[config.mk]
export PLATFORM = sky130hd
export DESIGN_NAME = avr_instruction_decoder
export DESIGN_NICKNAME = d
export VERILOG_FILES = /design/src/avrid_pkg.sv /design/src/avr_instruction_decoder.sv /design/src/avrid_decode.sv
export SDC_FILE = /design/constraint.sdc
export NUM_CORES = 1
export LEC_CHECK = 0
export BUFFER_PORTS_ARGS = -buffer_cell sky130_fd_sc_hd__buf_2
export CAP_MARGIN = 20
export CORE_AREA = 2 2 124 114
export DETAILED_ROUTE_END_ITERATION = 8
export DIE_AREA = 0 0 126 116
export PLACE_DENSITY = 0.67
export SKIP_LAST_GASP = 1
export SLEW_MARGIN = 20
export SYNTH_ARGS = -nofsm -noshare
export SYNTH_HDL_FRONTEND = slang
export SYNTH_SLANG_ARGS = --single-unit
export TNS_END_PERCENT = 1
[constraint.sdc]
create_clock -name aclk -period 16.7 [get_ports aclk]
set_input_delay 2.505 -clock aclk [delete_from_list [all_inputs] [get_ports aclk]]
set_output_delay 2.505 -clock aclk [all_outputs]
set_load 0.02 [all_outputs]
[src/avrid_pkg.sv]
// Shared types and constants for the AVR instruction decoder.
// Holds the operation kind codes, the result word layout and the group lookup functions.
// No dependencies.
`default_nettype none

package avrid_pkg;

    typedef enum logic [4:0] {
        OP_NOP     = 5'd0,
        OP_MOVW    = 5'd1,
        OP_MULS    = 5'd2,
        OP_MULSU   = 5'd3,
        OP_FMUL    = 5'd4,
        OP_FMULS   = 5'd5,
        OP_FMULSU  = 5'd6,
        OP_CP      = 5'd7,
        OP_CPC     = 5'd8,
        OP_SUB     = 5'd9,
        OP_SBC     = 5'd10,
        OP_ADD     = 5'd11,
        OP_LSL     = 5'd12,
        OP_ADC     = 5'd13,
        OP_ROL     = 5'd14,
        OP_CPSE    = 5'd15,
        OP_AND     = 5'd16,
        OP_EOR     = 5'd17,
        OP_OR      = 5'd18,
        OP_MOV     = 5'd19,
        OP_CPI     = 5'd20,
        OP_SUBI    = 5'd21,
        OP_SBCI    = 5'd22,
        OP_ORI     = 5'd23,
        OP_ANDI    = 5'd24,
        OP_LDD     = 5'd25,
        OP_STD     = 5'd26,
        OP_LDS     = 5'd27,
        OP_STS     = 5'd28,
        OP_UNKNOWN = 5'd29
    } op_kind_t;

    localparam int InWidth  = 32;
    localparam int OutWidth = 48;

    // The first member sits in the highest bits, so the list runs from the top field down.
    typedef struct packed {
        logic [1:0]  word_count;
        logic [15:0] data_address;
        logic        use_y_pointer;
        logic [5:0]  displacement;
        logic [7:0]  immediate;
        logic [4:0]  src_reg;
        logic [4:0]  dest_reg;
        op_kind_t    op_kind;
    } result_t;

    function automatic op_kind_t two_reg_kind(input logic [3:0] sel);
        op_kind_t k;
        case (sel)
            4'd1:    k = OP_CPC;
            4'd2:    k = OP_SBC;
            4'd3:    k = OP_ADD;
            4'd4:    k = OP_CPSE;
            4'd5:    k = OP_CP;
            4'd6:    k = OP_SUB;
            4'd7:    k = OP_ADC;
            4'd8:    k = OP_AND;
            4'd9:    k = OP_EOR;
            4'd10:   k = OP_OR;
            4'd11:   k = OP_MOV;
            default: k = OP_UNKNOWN;
        endcase
        return k;
    endfunction

    function automatic op_kind_t imm_kind(input logic [2:0] sel);
        op_kind_t k;
        case (sel)
            3'd3:    k = OP_CPI;
            3'd4:    k = OP_SBCI;
            3'd5:    k = OP_SUBI;
            3'd6:    k = OP_ORI;
            3'd7:    k = OP_ANDI;
            default: k = OP_UNKNOWN;
        endcase
        return k;
    endfunction

    function automatic op_kind_t mul_kind(input logic [1:0] sel);
        op_kind_t k;
        case (sel)
            2'd0:    k = OP_MULSU;
            2'd1:    k = OP_FMUL;
            2'd2:    k = OP_FMULS;
            default: k = OP_FMULSU;
        endcase
        return k;
    endfunction

endpackage

`default_nettype wire

[src/avr_instruction_decoder.sv]
// Stream wrapper of the AVR instruction decoder: decode logic, output register and skid register.
// Depends on avrid_pkg and avrid_decode.
// An accepted word's result is registered in the output register, or in the skid register while the output stalls.
// Throughput is one word per cycle while results are taken; the skid register holds one word when a result stalls.
// Reset (aresetn low, synchronous) empties both registers; no other state exists.
`default_nettype none

module avr_instruction_decoder (
    input  wire logic                          aclk,
    input  wire logic                          aresetn,
    input  wire logic                          s_tvalid,
    output wire logic                          s_tready,
    // Fields from bit 0 up: instr_word[15:0], next_word[31:16].
    input  wire logic [avrid_pkg::InWidth-1:0] s_tdata,
    output wire logic                          m_tvalid,
    input  wire logic                          m_tready,
    // Fields from bit 0 up: op_kind[4:0], dest_reg[9:5], src_reg[14:10], immediate[22:15],
    // displacement[28:23], use_y_pointer[29], data_address[45:30], word_count[47:46].
    output wire logic [avrid_pkg::OutWidth-1:0] m_tdata
);
    import avrid_pkg::*;

    result_t dec_result;
    result_t out_reg;
    result_t skid_reg;
    logic    out_valid_reg;
    logic    out_valid_next;
    logic    skid_valid_reg;
    logic    skid_valid_next;
    logic    s_accept;
    logic    m_accept;

    avrid_decode u_decode (
        .instr_word (s_tdata[15:0]),
        .next_word  (s_tdata[31:16]),
        .result     (dec_result)
    );

    assign s_tready = !skid_valid_reg;
    assign s_accept = s_tvalid && !skid_valid_reg;
    assign m_accept = out_valid_reg && m_tready;
    assign m_tvalid = out_valid_reg;
    assign m_tdata  = out_reg;

    always_comb begin
        out_valid_next  = out_valid_reg;
        skid_valid_next = skid_valid_reg;
        if (!out_valid_reg || m_accept) begin
            out_valid_next  = skid_valid_reg || s_accept;
            skid_valid_next = 1'b0;
        end else if (s_accept) begin
            skid_valid_next = 1'b1;
        end
    end

    always_ff @(posedge aclk) begin
        if (!aresetn) begin
            out_valid_reg  <= 1'b0;
            skid_valid_reg <= 1'b0;
        end else begin
            out_valid_reg  <= out_valid_next;
            skid_valid_reg <= skid_valid_next;
        end
    end

    always_ff @(posedge aclk) begin
        if (!out_valid_reg || m_accept) begin
            out_reg <= skid_valid_reg ? skid_reg : dec_result;
        end
        if (s_accept && out_valid_reg && !m_accept) begin
            skid_reg <= dec_result;
        end
    end

endmodule

`default_nettype wire

[src/avrid_decode.sv]
// Combinational decode of one AVR instruction word into its kind and operands.
// Depends on avrid_pkg for the kind codes and the result layout.
`default_nettype none

module avrid_decode (
    input  wire logic [15:0]       instr_word,
    input  wire logic [15:0]       next_word,
    output avrid_pkg::result_t     result
);
    import avrid_pkg::*;

    logic [7:0] hi;
    logic [7:0] lo;
    logic [4:0] d5;
    logic [4:0] r5;
    op_kind_t   tr_kind;

    assign hi      = instr_word[15:8];
    assign lo      = instr_word[7:0];
    assign d5      = {hi[0], lo[7:4]};
    assign r5      = {hi[1], lo[3:0]};
    assign tr_kind = two_reg_kind(hi[5:2]);

    always_comb begin
        result               = '0;
        result.op_kind       = OP_UNKNOWN;
        result.word_count    = 2'd1;
        if (instr_word == 16'h0000) begin
            result.op_kind = OP_NOP;
        end else if (hi == 8'h01) begin
            result.op_kind  = OP_MOVW;
            result.dest_reg = {lo[7:4], 1'b0};
            result.src_reg  = {lo[3:0], 1'b0};
        end else if (hi == 8'h02) begin
            result.op_kind  = OP_MULS;
            result.dest_reg = {1'b1, lo[7:4]};
            result.src_reg  = {1'b1, lo[3:0]};
        end else if (hi == 8'h03) begin
            result.op_kind  = mul_kind({lo[7], lo[3]});
            result.dest_reg = {2'b10, lo[6:4]};
            result.src_reg  = {2'b10, lo[2:0]};
        end else if (hi[7:6] == 2'b00 && hi[5:2] >= 4'd1 && hi[5:2] <= 4'd11) begin
            result.op_kind  = tr_kind;
            result.dest_reg = d5;
            result.src_reg  = r5;
            if (d5 == r5 && tr_kind == OP_ADD) begin
                result.op_kind = OP_LSL;
                result.src_reg = '0;
            end else if (d5 == r5 && tr_kind == OP_ADC) begin
                result.op_kind = OP_ROL;
                result.src_reg = '0;
            end
        end else if (hi[7:4] >= 4'd3 && hi[7:4] <= 4'd7) begin
            result.op_kind   = imm_kind(hi[6:4]);
            result.dest_reg  = {1'b1, lo[7:4]};
            result.immediate = {hi[3:0], lo[3:0]};
        end else if (hi[7] && !hi[6] && !hi[4]) begin
            result.op_kind       = hi[1] ? OP_STD : OP_LDD;
            result.dest_reg      = d5;
            result.displacement  = {hi[5], hi[3:2], lo[2:0]};
            result.use_y_pointer = lo[3];
        end else if (hi[7:2] == 6'b100100 && lo[3:0] == 4'h0) begin
            result.op_kind      = hi[1] ? OP_STS : OP_LDS;
            result.dest_reg     = d5;
            result.data_address = next_word;
            result.word_count   = 2'd2;
        end
    end

endmodule

`default_nettype wire

Yosys cells after proc, flatten, opt, wreduce, memory -nomap -nowiden
Memory sizes are Yosys's and may differ from the RTL's.
Cells that the tools add are included.
{"block": "totals", "register_bits": 98, "romBits": 80, "input_bits": 36, "n_memories": 1}
{"name": "(name not given)", "depth": 16, "word_bits": 5, "rd": 1, "rd_ports_with_merged_regs": 0, "wr": 0, "line": "avrid_pkg.sv:58", "rtl": "case (sel)"}
{"block": "op_classes", "magnitude_cmp": 4, "eq_ne": 14, "n_mux": 28, "bitwise": 1, "n_reduce_logical": 24}
{"operator": "two-way mux 33 bit", "n": 4}
{"operator": "two-way mux 48 bit", "n": 1}
{"operator": "two-way mux 15 bit", "n": 3}
{"operator": "two-way mux 43 bit", "n": 1}
{"operator": "two-way mux 10 bit", "n": 4}
{"operator": "two-way mux 18 bit", "n": 2}
{"operator": "two-way mux 5 bit", "n": 6}
{"operator": "two-way mux 25 bit", "n": 1}
{"operator": "case mux 4 bit (5 select lines)", "n": 1}
{"operator": "== test 8 x 2 -> 1 bit (second input constant)", "n": 2}
{"operator": "zero test 16 bit", "n": 1}
{"operator": "== test 3 bit (second input constant)", "n": 4}
{"operator": "logical AND 1 bit", "n": 12}
{"operator": "== test 5 x 4 -> 1 bit (second input constant)", "n": 2}
{"operator": "case mux 3 bit (3 select lines)", "n": 1}
{"operator": "== test 8 x 1 -> 1 bit (second input constant)", "n": 1}
{"operator": "two-way mux 8 bit", "n": 1}
{"operator": "two-way mux 7 bit", "n": 1}
{"operator": "== test 6 bit (second input constant)", "n": 1}
{"operator": "== test 5 bit", "n": 1}
{"operator": "zero test 1 bit", "n": 5}
{"operator": ">= comparator 4 x 1 -> 1 bit (second input constant)", "n": 1}
{"operator": ">= comparator 4 x 2 -> 1 bit (second input constant)", "n": 1}
{"operator": "less-or-equal comparator 4 x 3 -> 1 bit (second input constant)", "n": 1}
{"operator": "other kinds (11)", "n": 13}

Logic depth before layout (Yosys ltp)
{"block": "depth", "ltp_word": 11, "ltp_mapped": 9, "ltp_nobuf": 8}

By module
A second synthesis with hierarchy kept.
{"block": "unflattened", "hier_cells": 316, "area_unflattened_um2": 4862.2}
{"module": "avr_instruction_decoder", "n_inst": 1, "cells_per_inst": 158, "area_per_inst_um2": 3794.9, "seq_area_each_um2": 2922.8}
{"module": "avrid_decode", "n_inst": 1, "cells_per_inst": 158, "area_per_inst_um2": 1067.3, "seq_area_each_um2": 0.0}

Worst setup path after synthesis
Ideal clock, no wire load.
{"block": "synth_timing", "path_kind": "input to register", "startpoint": "input m_tready", "endpoint": "register skid_reg[0] (netlist name), enable pin", "arrival_time_ps": 7338, "setup_slack_ps": 8839, "path_stages": 2, "path_buffers": 0, "cell_sequence": "nand2b_1 -> nor3b_1"}
{"block": "synth_via", "elab_chain_cells": 3}
{"element": "from (decl)", "line": "avr_instruction_decoder.sv:16", "rtl": "input wire logic m_tready,"}
{"element": "logical AND 1 bit", "line": "avr_instruction_decoder.sv:41", "rtl": "assign m_accept = out_valid_reg && m_tready;"}
{"element": "zero test 1 bit", "line": "avr_instruction_decoder.sv:70", "rtl": "if (s_accept && out_valid_reg && !m_accept) begin"}
{"element": "logical AND 1 bit", "line": "avr_instruction_decoder.sv:70"}
{"element": "to (signal assigned)", "line": "avr_instruction_decoder.sv:71", "rtl": "skid_reg <= dec_result;"}
{"element": "to (decl)", "line": "avr_instruction_decoder.sv:25", "rtl": "result_t skid_reg;"}
No other way between the ends.
A chain may end at the register's enable or synchronous reset.

Worst setup path after layout
{"block": "layout_timing", "startpoint": "input s_tdata[15] (netlist name)", "endpoint": "register out_reg (netlist bit m_tdata[2]), data pin"}
{"block": "layout_via", "elab_chain_cells": 11, "elab_cells_between_ends": 23}
{"element": "from (decl)", "line": "avr_instruction_decoder.sv:14", "rtl": "input wire logic [avrid_pkg::InWidth-1:0] s_tdata,"}
{"element": "== test 6 bit", "line": "avrid_decode.sv:62", "rtl": "end else if (hi[7:2] == 6'b100100 && lo[3:0] == 4'h0) begin"}
{"element": "logical AND 1 bit", "line": "avrid_decode.sv:62"}
{"element": "two-way mux 10 bit", "line": "avrid_decode.sv:62"}
{"element": "two-way mux 10 bit", "line": "avrid_decode.sv:57", "rtl": "end else if (hi[7] && !hi[6] && !hi[4]) begin"}
{"element": "two-way mux 10 bit", "line": "avrid_decode.sv:53", "rtl": "end else if (hi[7:4] >= 4'd3 && hi[7:4] <= 4'd7) begin"}
{"element": "two-way mux 10 bit", "line": "avrid_decode.sv:42", "rtl": "end else if (hi[7:6] == 2'b00 && hi[5:2] >= 4'd1 && hi[5:2] <= 4'd11) begin"}
{"element": "two-way mux 15 bit", "line": "avrid_decode.sv:38", "rtl": "end else if (hi == 8'h03) begin"}
{"element": "two-way mux 15 bit", "line": "avrid_decode.sv:34", "rtl": "end else if (hi == 8'h02) begin"}
{"element": "two-way mux 15 bit", "line": "avrid_decode.sv:30", "rtl": "end else if (hi == 8'h01) begin"}
{"element": "two-way mux 5 bit *", "line": "avrid_decode.sv:28", "rtl": "if (instr_word == 16'h0000) begin"}
{"element": "two-way mux 48 bit *", "line": "avr_instruction_decoder.sv:68", "rtl": "out_reg <= skid_valid_reg ? skid_reg : dec_result;"}
{"element": "to (signal assigned)", "line": "avr_instruction_decoder.sv:68"}
{"element": "to (decl)", "line": "avr_instruction_decoder.sv:24", "rtl": "result_t out_reg;"}
Every way passes the cells marked *; elsewhere a longest branch is shown, timed or not.

==> flow_results.xml <==
<?xml version="1.0" encoding="UTF-8"?>
<metrics>
  <group name="yosys">
    <metric name="post_synth.cell_area_avg" unit="sq um">13.4</metric>
    <metric name="synth_cells" unit="">353</metric>
    <metric name="netlist_area" unit="sq mm">0.00472</metric>
    <metric name="postSynth.topFlopCell" unit="">edfxtp_1</metric>
    <metric name="synth_edf_count" unit="">96</metric>
    <metric name="ys.warnings.count" unit="">0</metric>
    <metric name="ys_seq_area_share" unit="%">61.9</metric>
    <metric name="async_flop_share" unit="%">0</metric>
    <metric name="postSynthRegisterBits" unit="">98</metric>
    <metric name="mappedNetlistNets" unit="">399</metric>
    <metric name="synth_cell_types" unit="">59</metric>
  </group>
  <group name="routing">
    <metric name="detail_route.vias_per_cell" unit="">5.25</metric>
    <metric name="via_count_of_the_routed_design" unit="">3175</metric>
    <metric name="drc" unit="">0</metric>
    <metric name="finalWirelength" unit="um">10900</metric>
    <metric name="detail_route.first_pass.iterations" unit="">6</metric>
    <metric name="detail_route.iter0.violations" unit="">340</metric>
    <metric name="drt-wirelength-per-cell" unit="um">18.1</metric>
    <metric name="postRouteAntennaNets" unit="">0</metric>
  </group>
  <group name="floorplanning">
    <metric name="die_height" unit="um">116</metric>
    <metric name="floorplan.die_area" unit="sq mm">0.0146</metric>
    <metric name="core_outline_area" unit="sq mm">0.0132</metric>
    <metric name="chipWidth" unit="um">126</metric>
    <metric name="initial_utilization" unit="%">35.8</metric>
    <metric name="i_o_pin_count" unit="">86</metric>
    <metric name="core_rows" unit="">40</metric>
  </group>
  <group name="cells_and_area">
    <metric name="seqCellArea" unit="sq mm">0.00292</metric>
    <metric name="syn_to_final_growth" unit="%">19.7</metric>
    <metric name="finalNetCount" unit="">478</metric>
    <metric name="multi_input_comb_area" unit="sq mm">0.00168</metric>
    <metric name="antenna_cells_inserted" unit="">0</metric>
    <metric name="layout.cells.most_common_list" unit="">edfxtp_1, buf_2, mux2_2, and2_1, nor2_1</metric>
    <metric name="nFillCells" unit="">1261</metric>
    <metric name="post_route_cells_drive_above_1_share" unit="%">34.6</metric>
    <metric name="finalCoreUtilization" unit="%">42.8</metric>
    <metric name="layout_commonest_cell" unit="">edfxtp_1</metric>
  </group>
  <group name="timing">
    <metric name="hold_viol_final" unit="">0</metric>
    <metric name="finalCritPeriodShare" unit="%">28.0</metric>
    <metric name="fin_worst_skew" unit="ns">0.00699</metric>
    <metric name="fin_tns_setup" unit="ns">0</metric>
    <metric name="period_needed" unit="ns">4.67</metric>
    <metric name="rsz0062_at_grt" unit="">no</metric>
    <metric name="timing.fmax" unit="MHz">214</metric>
    <metric name="timing_max_transition_violations_final" unit="">0</metric>
    <metric name="slew_headroom" unit="%">41.7</metric>
    <metric name="timing.final.setup_violations" unit="">0</metric>
    <metric name="worstMarginPinSlew" unit="ns">0.873</metric>
  </group>
  <group name="grt">
    <metric name="globalRouteTotalUtil" unit="%">15.4</metric>
    <metric name="first_global_vias" unit="">3109</metric>
    <metric name="grt_use_met2" unit="%">23.5</metric>
    <metric name="grt_first_pass_wirelength" unit="um">17200</metric>
    <metric name="gr-max-usage-layer" unit="">met2</metric>
    <metric name="overflow" unit="">0</metric>
    <metric name="met1_usage" unit="%">21.1</metric>
    <metric name="grt_start_max_net_pins" unit="">52</metric>
    <metric name="global_routing_met3_resource_utilization" unit="%">5.12</metric>
    <metric name="antenna_found_initial" unit="">0</metric>
  </group>
  <group name="clock_tree">
    <metric name="clkSinkCount" unit="">98</metric>
    <metric name="cts.path.max_buffers" unit="">2</metric>
    <metric name="clk_root_buffer_cell" unit="">clkbuf_16</metric>
    <metric name="cts-buffers-inserted" unit="">9</metric>
    <metric name="cts_tree" unit="">done</metric>
    <metric name="post-cts-setup-buffers" unit="">0</metric>
    <metric name="cts.htree.levels" unit="">3</metric>
    <metric name="postCtsResizedCells" unit="">0</metric>
    <metric name="clock_latency" unit="ns">0.35</metric>
    <metric name="cts_hold_repair.buffers" unit="">0</metric>
    <metric name="cts.clk_slew.worst_paths" unit="ns">0.07</metric>
  </group>
  <group name="power_and_ir_drop">
    <metric name="switching_share" unit="%">23.2</metric>
    <metric name="internal_power" unit="mW">0.454</metric>
    <metric name="sequentialPowerShare" unit="%">48.7</metric>
    <metric name="cellPowerDensity" unit="mW/mm^2">104</metric>
    <metric name="power_switching" unit="mW">0.137</metric>
    <metric name="power.leakage" unit="nW">2.26</metric>
    <metric name="power_frac_clock" unit="%">40.8</metric>
    <metric name="power.combinational.fraction" unit="%">10.5</metric>
    <metric name="max-vdd-ir-drop" unit="V">0.0000507</metric>
  </group>
  <group name="outcome">
    <metric name="run_status" unit="">completed</metric>
  </group>
  <group name="placed_design">
    <metric name="dpl.hpwl" unit="um">7250</metric>
    <metric name="globalplace.congestion" unit="">0.853</metric>
    <metric name="port_buffers" unit="">85</metric>
  </group>
  <group name="min_path">
    <metric name="hold_path_class" unit="">reg2reg</metric>
  </group>
  <group name="run">
    <metric name="maxCapViolCount" unit="">0</metric>
  </group>
  <group name="setup_path">
    <metric name="crit_required" unit="ns">16.81</metric>
    <metric name="end_kind" unit="">flop</metric>
    <metric name="setup.reg_to_reg.worst_slack" unit="ns">14.60</metric>
    <metric name="worstSetupPathType" unit="">in2reg</metric>
    <metric name="arrival" unit="ns">4.78</metric>
    <metric name="critical_path_peak_fanout" unit="">18</metric>
    <metric name="start_kind" unit="">input pin</metric>
  </group>
</metrics>
[cell families (layout without fill, tap and decap cells)]
kind of cell	Yosys count	in the layout	share of synthesized area, %
compound gates	67	67	10.4
xor+xnor	3	3	0.556
fa+ha+maj	10	10	2.65
buf+inv	31	115	2.73
flops	98	98	61.9
mux	37	37	8.90
simple gates	107	107	12.9
[final cells by class]
type | count | area share [%]
multi-input combinational | 224 | 29.7
timing repair buffer | 88 | 7.92
clock inverter | 7 | 2.24
clock buffer | 9 | 3.98
tap | 168 | 3.72
inverter | 11 | 0.730
sequential | 98 | 51.7
[worst paths after layout]
kind | endpoint | startpoint | cells after the start
worst min register to register | m_tdata[10] | skid_reg[10] | 2
worst max-delay path | m_tdata[2] | s_tdata[15] | 6
worst min-delay path | m_tdata[10] | skid_reg[10] | 2
worst max register to register | m_tdata[11] | skid_valid_reg | 5
[critical path, cell delays in order]
cell     delay, ns
buf_2         0.24
nor2b_1       0.62
and4_1        0.66
inv_1         0.21
o221a_2       0.32
a41o_1        0.22
[synth_stat cells (5+ instances only)]
cell type	n	share of area, %
ha_1	10	2.6
inv_1	10	0.79
a21oi_1	13	1.4
clkbuf_1	14	1.1
mux2_2	36	8.6
nor2_1	17	1.4
and3_1	13	1.7
a22o_1	5	0.93
nor2b_1	7	0.93
nor3_1	12	1.3
edfxtp_1	96	61
and2_1	20	2.6
a31oi_1	7	0.93
o31ai_1	5	0.79
nand2_1	13	1.0
[power groups by stage]
| stage | logic [mW] | clock network, mW | registers (mW) |
|---|---|---|---|
| after floorplan | 0.0269 | 0 | 0.305 |
| after global routing | 0.0675 | 0.257 | 0.289 |
| after CTS | 0.0623 | 0.247 | 0.288 |
| after global placement | 0.0618 | 0 | 0.293 |
| after detailed placement | 0.0619 | 0 | 0.293 |
| final | 0.0619 | 0.241 | 0.288 |
[layer usage]
metal  vias to the layer above  wire length, um
met3                        17              814
met2                       112             4910
li1                       1518                -
met5                         -                0
met1                      1528             5060
met4                         0              166
[through the flow]
step	total power, mW	setup WS, ns	cells	hold WS [ns]	area, sq um
after floorplan	0.332	8.84	353	0.498	4720
after global placement	0.355	11.79	589	0.511	5300
after detailed placement	0.355	11.66	589	0.529	5300
after CTS	0.597	12.04	605	0.546	5650
after global routing	0.613	11.83	605	0.564	5650
final	0.591	12.03	605	0.535	5650
Power figures use the tool's default switching activity.
